File: src/rtl/core/rfc_pkg.sv
`default_nettype none
package rfc_pkg;

    localparam int unsigned MacW  = 48;
    localparam int unsigned IpW   = 32;
    localparam int unsigned PortW = 16;
    localparam int unsigned CmdW  = 16;
    localparam int unsigned PktW  = 32;
    localparam int unsigned PosW  = 6;
    localparam int unsigned KindW = 3;
    localparam int unsigned IdxW  = 2;

    localparam logic [KindW-1:0] KIND_NONE    = 3'd0;
    localparam logic [KindW-1:0] KIND_ARP_REQ = 3'd1;
    localparam logic [KindW-1:0] KIND_ARP_REP = 3'd2;
    localparam logic [KindW-1:0] KIND_ANSWER  = 3'd3;
    localparam logic [KindW-1:0] KIND_ACK     = 3'd4;

    localparam logic [IdxW-1:0] REG_OWN_MAC   = 2'd0;
    localparam logic [IdxW-1:0] REG_OWN_IP    = 2'd1;
    localparam logic [IdxW-1:0] REG_DATA_PORT = 2'd2;

    localparam logic [MacW-1:0]  OWN_MAC_RST   = 48'hFFFF_FFFF_FFFF;
    localparam logic [IpW-1:0]   OWN_IP_RST    = 32'hC0A8_7264;
    localparam logic [PortW-1:0] DATA_PORT_RST = 16'h7777;

    localparam logic [CmdW-1:0] ACK_COMMAND = 16'h3333;

    localparam int unsigned FLAG_DST_MAC  = 0;
    localparam int unsigned FLAG_ARP_HEAD = 1;
    localparam int unsigned FLAG_OP_REQ   = 2;
    localparam int unsigned FLAG_OP_REP   = 3;
    localparam int unsigned FLAG_DST_IP   = 4;
    localparam int unsigned FLAG_MAGIC    = 5;
    localparam int unsigned FLAG_ARP_TIP  = 6;
    localparam int unsigned FLAG_PORT     = 7;
    localparam logic [7:0]  FLAGS_ALL     = 8'hFF;

    typedef struct packed {
        logic [MacW-1:0]  own_mac;
        logic [IpW-1:0]   own_ip;
        logic [PortW-1:0] data_port;
    } rfc_cfg_t;

    typedef struct packed {
        logic [7:0] data;
        logic       last;
    } rfc_beat_t;

    typedef struct packed {
        logic [KindW-1:0] kind;
        logic [CmdW-1:0]  command;
        logic [PktW-1:0]  packet;
        logic [MacW-1:0]  peer_mac;
        logic [IpW-1:0]   peer_ip;
    } rfc_result_t;

    // arp header bytes at offsets 12..20
    function automatic logic [7:0] arp_head_byte(input logic [3:0] idx);
        logic [7:0] val;
        case (idx)
            4'd0:    val = 8'h08;
            4'd1:    val = 8'h06;
            4'd2:    val = 8'h00;
            4'd3:    val = 8'h01;
            4'd4:    val = 8'h08;
            4'd5:    val = 8'h00;
            4'd6:    val = 8'h06;
            4'd7:    val = 8'h04;
            default: val = 8'h00;
        endcase
        return val;
    endfunction

    // magic word bytes at offsets 42..45
    function automatic logic [7:0] magic_byte(input logic [1:0] idx);
        logic [7:0] val;
        case (idx)
            2'd0:    val = 8'hBA;
            2'd1:    val = 8'hDC;
            2'd2:    val = 8'hCD;
            default: val = 8'hAB;
        endcase
        return val;
    endfunction

endpackage
`default_nettype wire

File: src/rtl/core/rx_frame_classifier_top.sv
// Receive frame classifier. Frame bytes enter on the s_ side, one beat per byte, s_tlast on
// the final byte, and one beat is taken every cycle. Each byte passes through an input
// register and is checked and captured as it leaves it; on the last byte one result beat
// goes into the output register once that is free or being read, and shows on the m_ side
// from there. The input stalls only when a last byte finds the output register still full.
// m_tuser carries the kind (0 none, 1 arp request, 2 arp reply, 3 command answer, 4 ack);
// fields that do not apply to the kind read as zero, and bytes past offset 51 are ignored.
// Write the cfg_ registers only while no frame is in flight; the block does not check this.
`default_nettype none
module rx_frame_classifier_top
    import rfc_pkg::*;
(
    input  wire logic            aclk,
    input  wire logic            aresetn,
    input  wire logic            cfg_we,
    input  wire logic [IdxW-1:0] cfg_index,
    input  wire logic [MacW-1:0] cfg_data,
    input  wire logic            s_tvalid,
    output logic                 s_tready,
    input  wire logic [7:0]      s_tdata,    // frame_byte
    input  wire logic            s_tlast,
    output logic                 m_tvalid,
    input  wire logic            m_tready,
    output logic [127:0]         m_tdata,    // command_number, packet_number, peer_mac, peer_ip
    output logic [KindW-1:0]     m_tuser     // frame_kind
);

    rfc_cfg_t    cfg;
    rfc_beat_t   beat;
    rfc_result_t res;
    rfc_result_t res_out;
    logic        beat_valid;
    logic        pop;
    logic        res_valid;
    logic        out_ready;

    rfc_cfg_regs u_cfg (
        .aclk      (aclk),
        .aresetn   (aresetn),
        .cfg_we    (cfg_we),
        .cfg_index (cfg_index),
        .cfg_data  (cfg_data),
        .cfg       (cfg)
    );

    rfc_in_reg u_in (
        .aclk       (aclk),
        .aresetn    (aresetn),
        .s_tvalid   (s_tvalid),
        .s_tready   (s_tready),
        .s_tdata    (s_tdata),
        .s_tlast    (s_tlast),
        .pop        (pop),
        .beat_valid (beat_valid),
        .beat       (beat)
    );

    rfc_parser u_parse (
        .aclk       (aclk),
        .aresetn    (aresetn),
        .cfg        (cfg),
        .beat_valid (beat_valid),
        .beat       (beat),
        .out_ready  (out_ready),
        .pop        (pop),
        .res_valid  (res_valid),
        .res        (res)
    );

    rfc_out_reg u_out (
        .aclk      (aclk),
        .aresetn   (aresetn),
        .res_valid (res_valid),
        .res       (res),
        .out_ready (out_ready),
        .m_tvalid  (m_tvalid),
        .m_tready  (m_tready),
        .res_out   (res_out)
    );

    assign m_tuser = res_out.kind;
    assign m_tdata = {res_out.peer_ip, res_out.peer_mac, res_out.packet, res_out.command};

endmodule
`default_nettype wire

File: src/rtl/core/rfc_cfg_regs.sv
`default_nettype none
module rfc_cfg_regs
    import rfc_pkg::*;
(
    input  wire logic            aclk,
    input  wire logic            aresetn,
    input  wire logic            cfg_we,
    input  wire logic [IdxW-1:0] cfg_index,
    input  wire logic [MacW-1:0] cfg_data,
    output rfc_cfg_t             cfg
);

    rfc_cfg_t cfg_reg;

    always_ff @(posedge aclk) begin
        if (!aresetn) begin
            cfg_reg.own_mac   <= OWN_MAC_RST;
            cfg_reg.own_ip    <= OWN_IP_RST;
            cfg_reg.data_port <= DATA_PORT_RST;
        end else if (cfg_we) begin
            unique case (cfg_index)
                REG_OWN_MAC:   cfg_reg.own_mac   <= cfg_data;
                REG_OWN_IP:    cfg_reg.own_ip    <= cfg_data[IpW-1:0];
                REG_DATA_PORT: cfg_reg.data_port <= cfg_data[PortW-1:0];
                default: ;
            endcase
        end
    end

    assign cfg = cfg_reg;

endmodule
`default_nettype wire

File: src/rtl/core/rfc_in_reg.sv
`default_nettype none
module rfc_in_reg
    import rfc_pkg::*;
(
    input  wire logic       aclk,
    input  wire logic       aresetn,
    input  wire logic       s_tvalid,
    output logic            s_tready,
    input  wire logic [7:0] s_tdata,
    input  wire logic       s_tlast,
    input  wire logic       pop,
    output logic            beat_valid,
    output rfc_beat_t       beat
);

    logic      valid_reg;
    rfc_beat_t beat_reg;

    assign s_tready = !valid_reg || pop;

    always_ff @(posedge aclk) begin
        if (!aresetn) begin
            valid_reg <= 1'b0;
        end else if (s_tready) begin
            valid_reg <= s_tvalid;
        end
        if (s_tvalid && s_tready) begin
            beat_reg.data <= s_tdata;
            beat_reg.last <= s_tlast;
        end
    end

    assign beat_valid = valid_reg;
    assign beat       = beat_reg;

endmodule
`default_nettype wire

File: src/rtl/core/rfc_parser.sv
`default_nettype none
module rfc_parser
    import rfc_pkg::*;
(
    input  wire logic  aclk,
    input  wire logic  aresetn,
    input  wire rfc_cfg_t cfg,
    input  wire logic  beat_valid,
    input  wire rfc_beat_t beat,
    input  wire logic  out_ready,
    output logic       pop,
    output logic       res_valid,
    output rfc_result_t res
);

    logic [PosW-1:0] pos_reg,   pos_next;
    logic [7:0]      flags_reg, flags_next;
    logic [MacW-1:0] mac_reg,   mac_next;
    logic [IpW-1:0]  ip_reg,    ip_next;
    logic [CmdW-1:0] cmd_reg,   cmd_next;
    logic [PktW-1:0] pkt_reg,   pkt_next;

    logic [7:0]      b;
    logic [2:0]      mac_sel;
    logic [1:0]      tip_sel;
    logic [1:0]      dip_sel;
    logic [1:0]      pkt_sel;
    logic [3:0]      head_sel;
    logic [1:0]      magic_sel;
    logic            advance;
    logic            is_req;
    logic            is_rep;
    logic            is_ans;

    assign b         = beat.data;
    assign mac_sel   = 3'd5 - pos_reg[2:0];
    assign tip_sel   = 2'd3 - 2'(pos_reg - 6'd30);
    assign dip_sel   = 2'd3 - 2'(pos_reg - 6'd38);
    assign pkt_sel   = 2'(pos_reg - 6'd48);
    assign head_sel  = 4'(pos_reg - 6'd12);
    assign magic_sel = 2'(pos_reg - 6'd42);

    assign advance = beat_valid && (!beat.last || out_ready);
    assign pop     = advance;

    always_comb begin
        flags_next = (pos_reg == '0) ? FLAGS_ALL : flags_reg;
        mac_next   = mac_reg;
        ip_next    = ip_reg;
        cmd_next   = cmd_reg;
        pkt_next   = pkt_reg;
        case (pos_reg) inside
            [6'd0:6'd5]: begin
                if (b != cfg.own_mac[{mac_sel, 3'b000} +: 8]) flags_next[FLAG_DST_MAC] = 1'b0;
            end
            [6'd12:6'd20]: begin
                if (b != arp_head_byte(head_sel)) flags_next[FLAG_ARP_HEAD] = 1'b0;
            end
            6'd21: begin
                if (b != 8'h01) flags_next[FLAG_OP_REQ] = 1'b0;
                if (b != 8'h02) flags_next[FLAG_OP_REP] = 1'b0;
            end
            [6'd22:6'd27]: mac_next = {mac_reg[MacW-9:0], b};
            [6'd28:6'd33]: begin
                if (pos_reg <= 6'd31) ip_next = {ip_reg[IpW-9:0], b};
                if (pos_reg >= 6'd30 && b != cfg.own_ip[{tip_sel, 3'b000} +: 8]) begin
                    flags_next[FLAG_ARP_TIP] = 1'b0;
                end
            end
            6'd36: begin
                if (b != cfg.data_port[15:8]) flags_next[FLAG_PORT] = 1'b0;
            end
            6'd37: begin
                if (b != cfg.data_port[7:0]) flags_next[FLAG_PORT] = 1'b0;
            end
            [6'd38:6'd41]: begin
                if (b != cfg.own_ip[{dip_sel, 3'b000} +: 8]) flags_next[FLAG_DST_IP] = 1'b0;
            end
            [6'd42:6'd45]: begin
                if (b != magic_byte(magic_sel)) flags_next[FLAG_MAGIC] = 1'b0;
            end
            6'd46: cmd_next[7:0]  = b;
            6'd47: cmd_next[15:8] = b;
            [6'd48:6'd51]: pkt_next[{pkt_sel, 3'b000} +: 8] = b;
            default: ;
        endcase
    end

    // arp classes win over the answer/ack check
    assign is_req = pos_reg >= 6'd41 && flags_next[FLAG_DST_IP] && flags_next[FLAG_ARP_HEAD]
                    && flags_next[FLAG_OP_REQ];
    assign is_rep = pos_reg >= 6'd41 && flags_next[FLAG_DST_IP] && flags_next[FLAG_ARP_HEAD]
                    && flags_next[FLAG_OP_REP] && flags_next[FLAG_DST_MAC];
    assign is_ans = pos_reg >= 6'd51 && flags_next[FLAG_MAGIC] && flags_next[FLAG_ARP_TIP]
                    && flags_next[FLAG_PORT];

    always_comb begin
        res = '0;
        if (is_req) begin
            res.kind     = KIND_ARP_REQ;
            res.peer_mac = mac_next;
            res.peer_ip  = ip_next;
        end else if (is_rep) begin
            res.kind     = KIND_ARP_REP;
            res.peer_mac = mac_next;
        end else if (is_ans) begin
            res.kind    = (cmd_next == ACK_COMMAND) ? KIND_ACK : KIND_ANSWER;
            res.command = cmd_next;
            res.packet  = pkt_next;
        end else begin
            res.kind = KIND_NONE;
        end
    end

    assign res_valid = advance && beat.last;

    always_comb begin
        if (beat.last) begin
            pos_next = '0;
        end else if (pos_reg != '1) begin
            pos_next = pos_reg + 1'b1;
        end else begin
            pos_next = pos_reg;
        end
    end

    always_ff @(posedge aclk) begin
        if (!aresetn) begin
            pos_reg   <= '0;
            flags_reg <= FLAGS_ALL;
            mac_reg   <= '0;
            ip_reg    <= '0;
            cmd_reg   <= '0;
            pkt_reg   <= '0;
        end else if (advance) begin
            pos_reg   <= pos_next;
            flags_reg <= beat.last ? FLAGS_ALL : flags_next;
            mac_reg   <= mac_next;
            ip_reg    <= ip_next;
            cmd_reg   <= cmd_next;
            pkt_reg   <= pkt_next;
        end
    end

endmodule
`default_nettype wire

File: src/rtl/core/rfc_out_reg.sv
`default_nettype none
module rfc_out_reg
    import rfc_pkg::*;
(
    input  wire logic   aclk,
    input  wire logic   aresetn,
    input  wire logic   res_valid,
    input  wire rfc_result_t res,
    output logic        out_ready,
    output logic        m_tvalid,
    input  wire logic   m_tready,
    output rfc_result_t res_out
);

    logic        valid_reg;
    rfc_result_t res_reg;

    assign out_ready = !valid_reg || m_tready;

    always_ff @(posedge aclk) begin
        if (!aresetn) begin
            valid_reg <= 1'b0;
        end else if (res_valid) begin
            valid_reg <= 1'b1;
        end else if (m_tready) begin
            valid_reg <= 1'b0;
        end
        if (res_valid) begin
            res_reg <= res;
        end
    end

    assign m_tvalid = valid_reg;
    assign res_out  = res_reg;

endmodule
`default_nettype wire

File: config.mk
export PLATFORM = sky130hd
export DESIGN_NAME = rx_frame_classifier_top
export DESIGN_NICKNAME = d
export VERILOG_FILES = /design/src/rtl/core/rfc_pkg.sv /design/src/rtl/core/rx_frame_classifier_top.sv /design/src/rtl/core/rfc_cfg_regs.sv /design/src/rtl/core/rfc_in_reg.sv /design/src/rtl/core/rfc_parser.sv /design/src/rtl/core/rfc_out_reg.sv
export SDC_FILE = /design/constraint.sdc
export NUM_CORES = 1
export LEC_CHECK = 0
export BUFFER_PORTS_ARGS = -buffer_cell sky130_fd_sc_hd__buf_2
export CORE_MARGIN = 3
export CORE_UTILIZATION = 59
export DETAILED_ROUTE_END_ITERATION = 12
export PLACE_DENSITY = 0.81
export SYNTH_ARGS = -nofsm -noshare
export SYNTH_HDL_FRONTEND = slang
export SYNTH_SLANG_ARGS = --single-unit
File: constraint.sdc
create_clock -name aclk -period 4.7 [get_ports aclk]
set_input_delay 0.47 -clock aclk [delete_from_list [all_inputs] [get_ports aclk]]
set_output_delay 0.47 -clock aclk [all_outputs]
set_load 0.01 [all_outputs]
# After elaboration in Yosys (flattened, before gate mapping)
# Memory sizes are Yosys's and may differ from the RTL's.
# Index checks and enable logic that the tools add are counted.
[totals] ff_bits=380 romBits=32 memories=1
[mem_list] name="(no name shown)" depth=8 word_bits=4 read_ports=1 rd_ports_with_merged_regs=0 wr=0 line="rfc_pkg.sv:61" text="case (idx)"
[op_classes] add_sub_neg=10 magnitude_cmp=18 n_eq_ne=20 shifts=5 mux=112 n_bitwise=1 n_reduce_logical=35
[ops] operator="$mux W32" n=18
[ops] operator="$mux W48" n=6
[ops] operator="$mux W8" n=35
[ops] operator="$shiftx A32 B6 Y8" n=2
[ops] operator="$ne A8 B8 Y1" n=7
[ops] operator="$shiftx A48 B7 Y8" n=1
[ops] operator="$mux W1" n=43
[ops] operator="$bwmux W32" n=1
[ops] operator="$shift A8 B7 Y32 const A" n=1
[ops] operator="$shiftx A8 B7 Y32" n=1
[ops] operator="$ge A6 B6 Y1 const B" n=5
[ops] operator="$eq A6 B6 Y1 const B" n=4
[ops] operator="$le A6 B6 Y1 const B" n=4
[ops] operator="$pmux W7 S3" n=1
[ops] operator="$logic_and A1 B1 Y1" n=19
[ops] operator="$ge A6 B5 Y1 const B" n=3
[ops] operator="$le A6 B5 Y1 const B" n=3
[ops] operator="$eq A16 B14 Y1 const B" n=1
[ops] operator="$mux W6" n=2
[ops] operator="$mux W2" n=5
[ops] operator="$ne A8 B1 Y1 const B" n=1
[ops] operator="$ne A8 B2 Y1 const B" n=1
[ops] operator="$reduce_and A2 Y1" n=4
[ops] operator="$neg A5 Y7" n=1
[ops] operator="21 further kinds" n=32

# Longest topological paths before layout
# Gate-level depths: netlist of run 1.
[depth] word_depth=28 depth_mapped=14

# Cells and area by module
# Synthesis of run 1 repeated with hierarchy kept, for this count alone.
[hier_totals] hier_cells=1777 hier_area_um2=17712.0
[modules_own_cells] mod="rfc_parser" instances=1 cells_each=1233 area_per_inst_um2=9359.0 seq_area_each_um2=2842.7
[modules_own_cells] mod="rfc_cfg_regs" instances=1 cells_each=395 area_per_inst_um2=4042.6 seq_area_each_um2=1921.8
[modules_own_cells] mod="rfc_out_reg" instances=1 cells_each=135 area_per_inst_um2=3982.6 seq_area_each_um2=3953.8
[modules_own_cells] mod="rfc_in_reg" instances=1 cells_each=14 area_per_inst_um2=327.8 seq_area_each_um2=290.3

# Worst setup path after synthesis of run 1
# No wires, ideal clock.
[synth_timing] path_type="input to register" start="in m_tready" end="reg u_out.res_reg (netlist bit u_out.res_out[0]), enable pin" arrival_ns=3.724 t_required_ns=4.216 setup_slack_ns=0.492 cell_stages=5 path_buffers=1 path_cell_list="nor2b_1 a21boi_0 clkbuf_1 nand2_1 inv_1"
[synth_via] elab_chain_cells=4
[synth_lines] item="start: declaration" line="rx_frame_classifier_top.sv:23" text="input wire logic m_tready,"
[synth_lines] item="$logic_or A1 B1 Y1" line="rfc_out_reg.sv:18" text="assign out_ready = !valid_reg || m_tready;"
[synth_lines] item="$logic_or A1 B1 Y1" line="rfc_parser.sv:43" text="assign advance = beat_valid && (!beat.last || out_ready);"
[synth_lines] item="$logic_and A1 B1 Y1" line="rfc_parser.sv:43"
[synth_lines] item="$logic_and A1 B1 Y1" line="rfc_parser.sv:115" text="assign res_valid = advance && beat.last;"
[synth_lines] item="net res_valid" line="rx_frame_classifier_top.sv:34" text="logic res_valid;"
[synth_lines] item="end signal: assignment" line="rfc_out_reg.sv:29" text="res_reg <= res;"
[synth_lines] item="end: declaration" line="rfc_out_reg.sv:16" text="rfc_result_t res_reg;"
# The timed path passes the listed nets, and every way through them passes these cells.
# A chain may end at the register's enable or synchronous reset.

# Worst setup path in the final report of run 1
[layout_timing] start="reg u_parse.pos_reg[0]" end="reg u_out.res_reg (netlist bit u_out.res_out[2]) (data pin)"
[layout_via] elab_chain_cells=16
[layout_lines] item="start: declaration" line="rfc_parser.sv:16" text="logic [PosW-1:0] pos_reg, pos_next;"
[layout_lines] item="start signal: assignment" line="rfc_parser.sv:136" text="pos_reg <= pos_next;"
[layout_lines] item="$sub A2 B2 Y2 (2 in series)" line="rfc_parser.sv:38" text="assign dip_sel = 2'd3 - 2'(pos_reg - 6'd38);"
[layout_lines] item="$shiftx A32 B6 Y8" line="rfc_parser.sv:77" text="if (b != cfg.own_ip[{dip_sel, 3'b000} +: 8]) flags_next[FLAG_DST_IP] = 1'b0;"
[layout_lines] item="$ne A8 B8 Y1" line="rfc_parser.sv:77"
[layout_lines] item="$mux W1" line="rfc_parser.sv:77"
[layout_lines] item="$mux W1 (8 in series)" line="rfc_parser.sv:52" text="case (pos_reg) inside"
[layout_lines] item="$logic_and A1 B1 Y1 (2 in series)" line="rfc_parser.sv:90" text="assign is_req = pos_reg >= 6'd41 && flags_next[FLAG_DST_IP] && flags_next[FLAG_ARP_HEAD]"
[layout_lines] item="$logic_and A1 B1 Y1" line="rfc_parser.sv:91" text="&& flags_next[FLAG_OP_REQ];"
# Parallel ways exist; a longest one is shown, timed or not. The select of a mux whose other input is x is not followed.

==> results of run 1 <==
## per-layer routing
layer	global-route usage [%]	vias up	wire, um	part of all wire [%]
li1	-	6379	-	-
met1	35.93	6411	17860	42
met2	44.86	510	20370	48
met3	3.355	95	2587	6.2
met4	8.776	0	1217	2.9
met5	0	-	0	0
## power breakdown
| part | internal [W] | switching (W) | leakage, nW |
|---|---|---|---|
| combinational | 0.000158 | 0.000257 | 2.66 |
| sequential | 0.00349 | 0.0000516 | 3.08 |
| clock | 0.00192 | 0.00123 | 0.643 |
| total | 0.00556 | 0.00154 | 6.38 |
## through the flow
stage,std cells,worst slack [ps],util [%],hold slack [ps]
4_1_cts,2311,713.2,69.41,123.5
3_3_place_gp,2242,869.6,64.78,443.2
3_5_place_dp,2242,726.7,64.78,450.3
5_1_grt,2311,404.5,69.41,127.6
2_1_floorplan,1773,492.2,-,434.9
6_report,2311,618.2,69.41,135.7
## worst paths after layout
| check | startpoint | to | slack, ps | cells past startpoint |
|---|---|---|---|---|
| max reg2reg | u_parse.pos_reg[0]$_SDFFE_PN0P_ | u_out.res_out[2]$_SDFFCE_PN0P_ | 620 | 8 |
| max | u_parse.pos_reg[0]$_SDFFE_PN0P_ | u_out.res_out[2]$_SDFFCE_PN0P_ | 620 | 8 |
| min reg2reg | u_cfg.cfg[79]$_SDFFE_PN1P_ | u_cfg.cfg[79]$_SDFFE_PN1P_ | 460 | 2 |
| min | s_tlast | u_in.beat[0]$_DFFE_PP_ | 140 | 1 |
## logic make-up after synthesis
logic type      Yosys count
mux                     154
fa+ha+maj                15
compound gates          240
flops                   380
xor+xnor                 44
buf+inv                 150
simple gates            790
## final cells by class
type,count,share of cell area (%)
flip-flops and latches,380,46.09
clock buffers,57,5.697
inverters,14,0.2816
well taps,378,2.420
clock inverters,12,0.9665
repair buffers,227,6.222
multi-input cells,1243,38.32
## cells in the final DEF, fill, tap and decap left out, types with 9 or more instances in the layout
cell	instances
sky130_fd_sc_hd__xor2_1	9
sky130_fd_sc_hd__edfxtp_1	140
sky130_fd_sc_hd__mux2i_1	138
sky130_fd_sc_hd__mux4_2	13
sky130_fd_sc_hd__nand2b_1	10
sky130_fd_sc_hd__nand2_1	412
sky130_fd_sc_hd__nor2b_1	36
sky130_fd_sc_hd__clkbuf_1	11
sky130_fd_sc_hd__a21boi_0	125
sky130_fd_sc_hd__nand4_1	38
sky130_fd_sc_hd__dfxtp_1	239
sky130_fd_sc_hd__o21ai_0	22
sky130_fd_sc_hd__buf_4	32
sky130_fd_sc_hd__ha_1	15
sky130_fd_sc_hd__a21oi_1	44
sky130_fd_sc_hd__inv_1	13
sky130_fd_sc_hd__buf_2	195
sky130_fd_sc_hd__nand3_1	125
sky130_fd_sc_hd__clkbuf_16	39
sky130_fd_sc_hd__xnor2_1	35
sky130_fd_sc_hd__nor2_1	121
sky130_fd_sc_hd__nor3_1	10
## worst reg2reg max path: stages (launching register included)
cell,delay [ps]
sky130_fd_sc_hd__dfxtp_1,650
sky130_fd_sc_hd__inv_1,270
sky130_fd_sc_hd__ha_1,400
sky130_fd_sc_hd__nand2b_1,280
sky130_fd_sc_hd__a2111oi_0,600
sky130_fd_sc_hd__and3_1,280
sky130_fd_sc_hd__o31a_1,240
sky130_fd_sc_hd__or3_1,910
sky130_fd_sc_hd__nor2_1,150
==> metrics.txt, run 1 <==
# TYPE chip_impl_metric gauge
chip_impl_metric{name="grt_start_max_net_pins",unit=""} 102
chip_impl_metric{name="fin_setup_tns",unit="ps"} 0
chip_impl_metric{name="grt_first_pass_wirelength",unit="mm"} 67.23
chip_impl_metric{name="max_slew.worst_pin.slew",unit="ps"} 1209
chip_impl_metric{name="io_pins",unit=""} 197
chip_impl_metric{name="place_hpwl",unit="mm"} 27.17
chip_impl_info{name="end_kind",value="flip-flop"} 1
chip_impl_metric{name="placeableCoreArea",unit="um2"} 28160
chip_impl_metric{name="finalInstanceArea",unit="um2"} 19550
chip_impl_metric{name="synth_seq_cells",unit=""} 380
chip_impl_metric{name="p_total",unit="W"} 0.007101
chip_impl_info{name="timing.critical_path.slowest_stage_cell",value="sky130_fd_sc_hd__or3_1"} 1
chip_impl_metric{name="fraction_of_synthesized_area_in_multiplexers",unit="%"} 10.01
chip_impl_metric{name="number_of_flip_flops_in_the_largest_register",unit=""} 131
chip_impl_metric{name="rows",unit=""} 61
chip_impl_metric{name="synth.avg_cell_area",unit="um2"} 9.628
chip_impl_metric{name="routed-via-count",unit=""} 13400
chip_impl_metric{name="report.final.hold_viol_count",unit=""} 0
chip_impl_info{name="synthMostInstantiatedCell",value="sky130_fd_sc_hd__nand2_1"} 1
chip_impl_metric{name="htreeDepth",unit=""} 2
chip_impl_metric{name="effective_utilization_at_floorplan",unit="%"} 60.61
chip_impl_metric{name="fmaxAchievable",unit="GHz"} 0.2450
chip_impl_info{name="critPathKind",value="reg -> reg"} 1
chip_impl_metric{name="syn-cell-area",unit="um2"} 17070
chip_impl_metric{name="leakagePower",unit="nW"} 6.377
chip_impl_metric{name="cts_buffers",unit=""} 38
chip_impl_metric{name="synthArstFlopShare",unit="%"} 0
chip_impl_metric{name="worst_skew_pair.late_latency",unit="ps"} 530
chip_impl_metric{name="routed_wirelength",unit="mm"} 42.04
chip_impl_info{name="synth-main-ff-cell",value="sky130_fd_sc_hd__dfxtp_1"} 1
chip_impl_metric{name="critPathBufInv",unit=""} 1
chip_impl_info{name="critical_path.startpoint_type",value="flip-flop"} 1
chip_impl_info{name="largest_family_of_logic_cells_by_synthesized_area",value="simple AND/OR/NAND/NOR gates"} 1
chip_impl_metric{name="globalRoute.totalOverflow",unit=""} 0
chip_impl_info{name="run_status",value="complete, no violations"} 1
chip_impl_metric{name="syn_inst",unit=""} 1773
chip_impl_metric{name="timing_max_transition_violations_final",unit=""} 0
chip_impl_metric{name="netlist-cell-type-count",unit=""} 56
chip_impl_metric{name="drc_errors",unit=""} 0
chip_impl_metric{name="xor_and_xnor_fraction_of_the_mapped_netlist_area",unit="%"} 2.258
chip_impl_info{name="worst_hold_path_type",value="in -> reg"} 1
chip_impl_metric{name="ir_worst_vdd",unit="mV"} 0.2780
chip_impl_metric{name="finalCritPeriodShare",unit="%"} 86.85
chip_impl_metric{name="drt_pre_antenna_iters",unit=""} 6
chip_impl_metric{name="post_dp_cell_area",unit="um2"} 18250
chip_impl_metric{name="drive_above_1_share",unit="%"} 16.30
chip_impl_metric{name="worst_clock_skew",unit="ps"} 22.98
chip_impl_metric{name="gpl.final_weighted_congestion",unit=""} 0.8942
chip_impl_metric{name="avgRoutedWirePerCell",unit="um"} 18.19
chip_impl_metric{name="antennaDiodeCount",unit=""} 0
chip_impl_metric{name="yosysSeqAreaShare",unit="%"} 52.77
chip_impl_metric{name="ctsLongestPathBuffers",unit=""} 3
chip_impl_metric{name="clock_sink_count",unit=""} 380
chip_impl_metric{name="maxSlewHeadroom",unit="%"} 19.40
chip_impl_info{name="cts_tree",value="built"} 1
chip_impl_metric{name="final.min_clock_period",unit="ps"} 4082
chip_impl_metric{name="vias_per_cell",unit=""} 5.796
chip_impl_metric{name="final_net_count",unit=""} 1983
chip_impl_metric{name="cp.required",unit="ps"} 4920
chip_impl_metric{name="globalRouteTotalUtil",unit="%"} 26.64
chip_impl_metric{name="area_growth",unit="%"} 14.51
chip_impl_metric{name="worstPathArrival",unit="ps"} 4300
chip_impl_metric{name="detail_route.iter0.violations",unit=""} 1261
chip_impl_metric{name="synth_simple_gate_area_share",unit="%"} 20.35
chip_impl_metric{name="fillCellCount",unit=""} 2140
chip_impl_metric{name="antenna_nets_post_route",unit=""} 0
chip_impl_metric{name="synth_edf_count",unit=""} 140
chip_impl_metric{name="ys_warn_count",unit=""} 0
chip_impl_metric{name="synth_top_area_share",unit="%"} 28.15
chip_impl_info{name="synthTopCellsByArea",value="sky130_fd_sc_hd__dfxtp_1 28%, sky130_fd_sc_hd__edfxtp_1 25%, sky130_fd_sc_hd__nand2_1 9.1%"} 1
chip_impl_metric{name="drv_cap",unit=""} 0
chip_impl_metric{name="synth_fa_ha_area_share",unit="%"} 1.099
chip_impl_metric{name="vias_in_the_first_global_route",unit=""} 12700
chip_impl_metric{name="pwr_density_cell",unit="nW/um2"} 363.3
chip_impl_info{name="crit_path_cell_trace",value="inv_1, ha_1, nand2b_1, a2111oi_0, and3_1, o31a_1, or3_1, nor2_1"} 1
chip_impl_metric{name="synth_compound_gate_area_share",unit="%"} 9.859
chip_impl_metric{name="antenna_found_initial",unit=""} 0
chip_impl_info{name="rsz0062_at_grt",value="false"} 1
chip_impl_metric{name="cts_resized",unit=""} 0
chip_impl_metric{name="worst_setup_hold_path_clk_slew",unit="ps"} 60
chip_impl_metric{name="syn-num-nets",unit=""} 1852
chip_impl_info{name="clk_root_buffer_cell",value="sky130_fd_sc_hd__clkbuf_16"} 1
chip_impl_metric{name="slowest_delay",unit="ps"} 910
chip_impl_metric{name="post_cts_setup_buffers",unit=""} 0
chip_impl_metric{name="critical_path_peak_fanout",unit=""} 34
chip_impl_metric{name="ctsHoldBuffers",unit=""} 0
chip_impl_metric{name="die_height",unit="um"} 176.1
chip_impl_metric{name="setup_viol_count_final",unit=""} 0
chip_impl_metric{name="port-buffer-count",unit=""} 196
chip_impl_info{name="cpLargestDelayFamily",value="simple AND/OR/NAND/NOR gates"} 1
chip_impl_metric{name="multi_input_area",unit="um2"} 7491
chip_impl_metric{name="die-width",unit="um"} 176.1
chip_impl_info{name="netlist.top_cell.by_area",value="sky130_fd_sc_hd__dfxtp_1"} 1
chip_impl_info{name="synth.cells.most_frequent",value="412 x sky130_fd_sc_hd__nand2_1, 240 x sky130_fd_sc_hd__dfxtp_1, 140 x sky130_fd_sc_hd__edfxtp_1"} 1
chip_impl_metric{name="seqCellArea",unit="um2"} 9010
chip_impl_metric{name="die_outline_area",unit="um2"} 31010
Note: power is estimated with default switching activity, not from simulation.
==> run 2: changes to the inputs <==
--- a/config.mk
+++ b/config.mk
@@ -10,6 +10,7 @@
 export CORE_UTILIZATION = 59
 export DETAILED_ROUTE_END_ITERATION = 12
 export PLACE_DENSITY = 0.81
+export RECOVER_POWER = 50
 export SYNTH_ARGS = -nofsm -noshare
 export SYNTH_HDL_FRONTEND = slang
 export SYNTH_SLANG_ARGS = --single-unit
==> run 2 against run 1 <==
Net effect:
- the run now ends with max-capacitance violations, max-slew violations left
- critical endpoint is now u_out.res_out[23]$_SDFFCE_PN0P_
- sequential cell count unchanged
- first-iteration DRC count is 2.3% lower
- largest cell class unchanged
- sequential power barely moved
- die area is the same
- hold slack worse by 0.67 ps
- maximum frequency rose by 0.63%
==> metrics.txt, run 2 (synthesis gave the netlist of run 1 again) <==
# TYPE chip_impl_metric gauge
chip_impl_info{name="run_status",value="finished, violations left"} 1
chip_impl_info{name="violations_in_the_final_reports",value="max-capacitance violations, max-slew violations"} 1
chip_impl_metric{name="ir_worst_vdd",unit="mV"} 0.2847
chip_impl_metric{name="htreeDepth",unit=""} 2
chip_impl_metric{name="maxSlewHeadroom",unit="%"} -164.8
chip_impl_metric{name="gpl.final_weighted_congestion",unit=""} 0.8942
chip_impl_metric{name="grt_start_max_net_pins",unit=""} 102
chip_impl_metric{name="critical_path_peak_fanout",unit=""} 34
chip_impl_metric{name="routed-via-count",unit=""} 13350
chip_impl_metric{name="detail_route.iter0.violations",unit=""} 1232
chip_impl_metric{name="antenna_nets_post_route",unit=""} 0
chip_impl_metric{name="internal",unit="W"} 0.005553
chip_impl_metric{name="timing_max_transition_violations_final",unit=""} 151
chip_impl_metric{name="report.final.hold_viol_count",unit=""} 0
chip_impl_metric{name="antennaDiodeCount",unit=""} 0
chip_impl_metric{name="dp.cells",unit=""} 2242
chip_impl_info{name="critPathKind",value="reg -> reg"} 1
chip_impl_metric{name="power_switching",unit="W"} 0.001546
chip_impl_metric{name="fin_setup_tns",unit="ps"} 0
chip_impl_metric{name="io_pins",unit=""} 197
chip_impl_info{name="critical_path.startpoint_type",value="flip-flop"} 1
chip_impl_metric{name="globalRoute.totalOverflow",unit=""} 0
chip_impl_metric{name="routed_wirelength",unit="mm"} 42.23
chip_impl_info{name="crit-reg2reg-launch",value="u_parse.pos_reg[0]$_SDFFE_PN0P_"} 1
chip_impl_metric{name="place_hpwl",unit="mm"} 27.17
chip_impl_info{name="rsz0062_at_grt",value="false"} 1
chip_impl_metric{name="ctsLongestPathBuffers",unit=""} 3
chip_impl_metric{name="die_height",unit="um"} 176.1
chip_impl_metric{name="worstPathArrival",unit="ps"} 4280
chip_impl_metric{name="number_of_flip_flops_in_the_largest_register",unit=""} 131
chip_impl_metric{name="cts_resized",unit=""} 0
chip_impl_metric{name="drive_above_1_share",unit="%"} 8.898
chip_impl_metric{name="switching_share",unit="%"} 21.78
chip_impl_metric{name="layout.cells.non_filler",unit=""} 2311
chip_impl_metric{name="drt_pre_antenna_iters",unit=""} 5
chip_impl_metric{name="pwr_density_cell",unit="nW/um2"} 366.8
chip_impl_metric{name="leakagePower",unit="nW"} 6.108
chip_impl_metric{name="clock_power_share",unit="%"} 44.4
chip_impl_metric{name="fmaxAchievable",unit="GHz"} 0.2465
chip_impl_metric{name="post_cts_setup_buffers",unit=""} 0
chip_impl_info{name="highest_count_cells_in_the_layout_ignoring_fill_and_taps",value="412 x sky130_fd_sc_hd__nand2_1, 239 x sky130_fd_sc_hd__dfxtp_1, 152 x sky130_fd_sc_hd__clkbuf_1"} 1
chip_impl_metric{name="worst_skew_pair.late_latency",unit="ps"} 530
chip_impl_metric{name="effective_utilization_at_floorplan",unit="%"} 60.61
chip_impl_metric{name="globalRouteTotalUtil",unit="%"} 26.64
chip_impl_metric{name="power_frac_comb",unit="%"} 5.7
chip_impl_metric{name="drc_errors",unit=""} 0
chip_impl_metric{name="area_growth",unit="%"} 13.40
chip_impl_metric{name="clock_sink_count",unit=""} 380
chip_impl_metric{name="grt_first_pass_wirelength",unit="mm"} 67.23
chip_impl_metric{name="final_net_count",unit=""} 1983
chip_impl_info{name="mostFrequentLayoutCell",value="sky130_fd_sc_hd__nand2_1"} 1
chip_impl_metric{name="die-width",unit="um"} 176.1
chip_impl_metric{name="rr_worst_depth",unit=""} 8
chip_impl_metric{name="drv_cap",unit=""} 2
chip_impl_metric{name="setup_viol_count_final",unit=""} 0
chip_impl_metric{name="worst_setup_hold_path_clk_slew",unit="ps"} 60
chip_impl_metric{name="vias_per_cell",unit=""} 5.778
chip_impl_metric{name="multi_input_area",unit="um2"} 7487
chip_impl_metric{name="avgRoutedWirePerCell",unit="um"} 18.27
chip_impl_metric{name="share_seq_of_total_power",unit="%"} 49.9
chip_impl_metric{name="final.min_clock_period",unit="ps"} 4056
chip_impl_metric{name="worstHoldPathCells",unit=""} 1
chip_impl_metric{name="vias_in_the_first_global_route",unit=""} 12700
chip_impl_info{name="hp-start",value="s_tlast"} 1
chip_impl_metric{name="worst_clock_skew",unit="ps"} 22.04
chip_impl_metric{name="fillCellCount",unit=""} 2201
chip_impl_metric{name="placeableCoreArea",unit="um2"} 28160
chip_impl_metric{name="seqCellArea",unit="um2"} 9010
chip_impl_info{name="hold_end",value="u_in.beat[0]$_DFFE_PP_"} 1
chip_impl_metric{name="finalCritPeriodShare",unit="%"} 86.30
chip_impl_info{name="clk_root_buffer_cell",value="sky130_fd_sc_hd__clkbuf_16"} 1
chip_impl_metric{name="cts_buffers",unit=""} 38
chip_impl_metric{name="max_slew.worst_pin.slew",unit="ps"} 3973
chip_impl_info{name="cts_tree",value="built"} 1
chip_impl_metric{name="antenna_found_initial",unit=""} 0
chip_impl_info{name="end_kind",value="flip-flop"} 1
chip_impl_info{name="crit-reg2reg-capture",value="u_out.res_out[23]$_SDFFCE_PN0P_"} 1
chip_impl_metric{name="worst-r2r-setup-slack",unit="ps"} 640
chip_impl_metric{name="port-buffer-count",unit=""} 196
chip_impl_metric{name="cp.required",unit="ps"} 4920
chip_impl_metric{name="p_total",unit="W"} 0.007099
chip_impl_info{name="worst_hold_path_type",value="in -> reg"} 1
chip_impl_metric{name="ctsHoldBuffers",unit=""} 0
chip_impl_metric{name="die_outline_area",unit="um2"} 31010
chip_impl_metric{name="rows",unit=""} 61
[run 2: routing by layer]
metal	GRT usage [%]	share of wire (%)
met3	3.355	6.5
met5	0	0
met4	8.776	3.2
met1	35.93	43
met2	44.86	48
[run 2: critical path, cell delays in order, from the launching register on]
cell,delay (ps)
sky130_fd_sc_hd__dfxtp_1,650
sky130_fd_sc_hd__inv_1,270
sky130_fd_sc_hd__ha_1,390
sky130_fd_sc_hd__nand2b_1,280
sky130_fd_sc_hd__a2111oi_0,580
sky130_fd_sc_hd__and3_1,280
sky130_fd_sc_hd__o31a_1,240
sky130_fd_sc_hd__or3_1,910
sky130_fd_sc_hd__nor2_1,140
[run 2: area by class of cell]
cell class / count / area share (%)
clock inverters: 12 / 0.9760
multi-input cells: 1243 / 38.68
flip-flops and latches: 380 / 46.55
repair buffers: 227 / 5.320
clock buffers: 57 / 5.753
inverters: 14 / 0.2844
well taps: 378 / 2.443
[run 2: worst max path at each step]
stage	start	to	slack, ps	depth (start not counted)
floorplan	m_tready	u_out.res_out[0]$_SDFFCE_PN0P_	490	5
global placement	u_parse.pos_reg[0]$_SDFFE_PN0P_	u_parse.ip_reg[28]$_SDFFE_PN0P_	870	9
detailed placement	u_parse.pos_reg[0]$_SDFFE_PN0P_	u_out.res_out[23]$_SDFFCE_PN0P_	730	8
CTS	u_parse.pos_reg[0]$_SDFFE_PN0P_	u_out.res_out[23]$_SDFFCE_PN0P_	710	8
global route	aresetn	u_cfg.cfg[82]$_SDFFE_PN1P_	330	3
finish	u_parse.pos_reg[0]$_SDFFE_PN0P_	u_out.res_out[23]$_SDFFCE_PN0P_	640	8
[run 2: power by group through the flow]
stage               sequential (W)  clock (W)  combinational (W)
finish                     0.00354    0.00315           0.000406
floorplan                  0.00362          0           0.000237
detailed placement         0.00361          0           0.000411
global route               0.00355    0.00331           0.000440
global placement           0.00361          0           0.000403
CTS                        0.00354    0.00318           0.000414
[run 2: stage by stage]
step / area, um2 / worst slack, ps / util (%) / hold WS [ps]
after global routing: 19360 / 330.9 / 68.73 / 127.6
after CTS: 19550 / 713.2 / 69.41 / 123.5
after detailed placement: 18250 / 726.7 / 64.78 / 450.3
after floorplan: 17070 / 492.2 / - / 434.9
final: 19360 / 643.8 / 68.73 / 135.1
after global placement: 18250 / 869.6 / 64.78 / 443.2
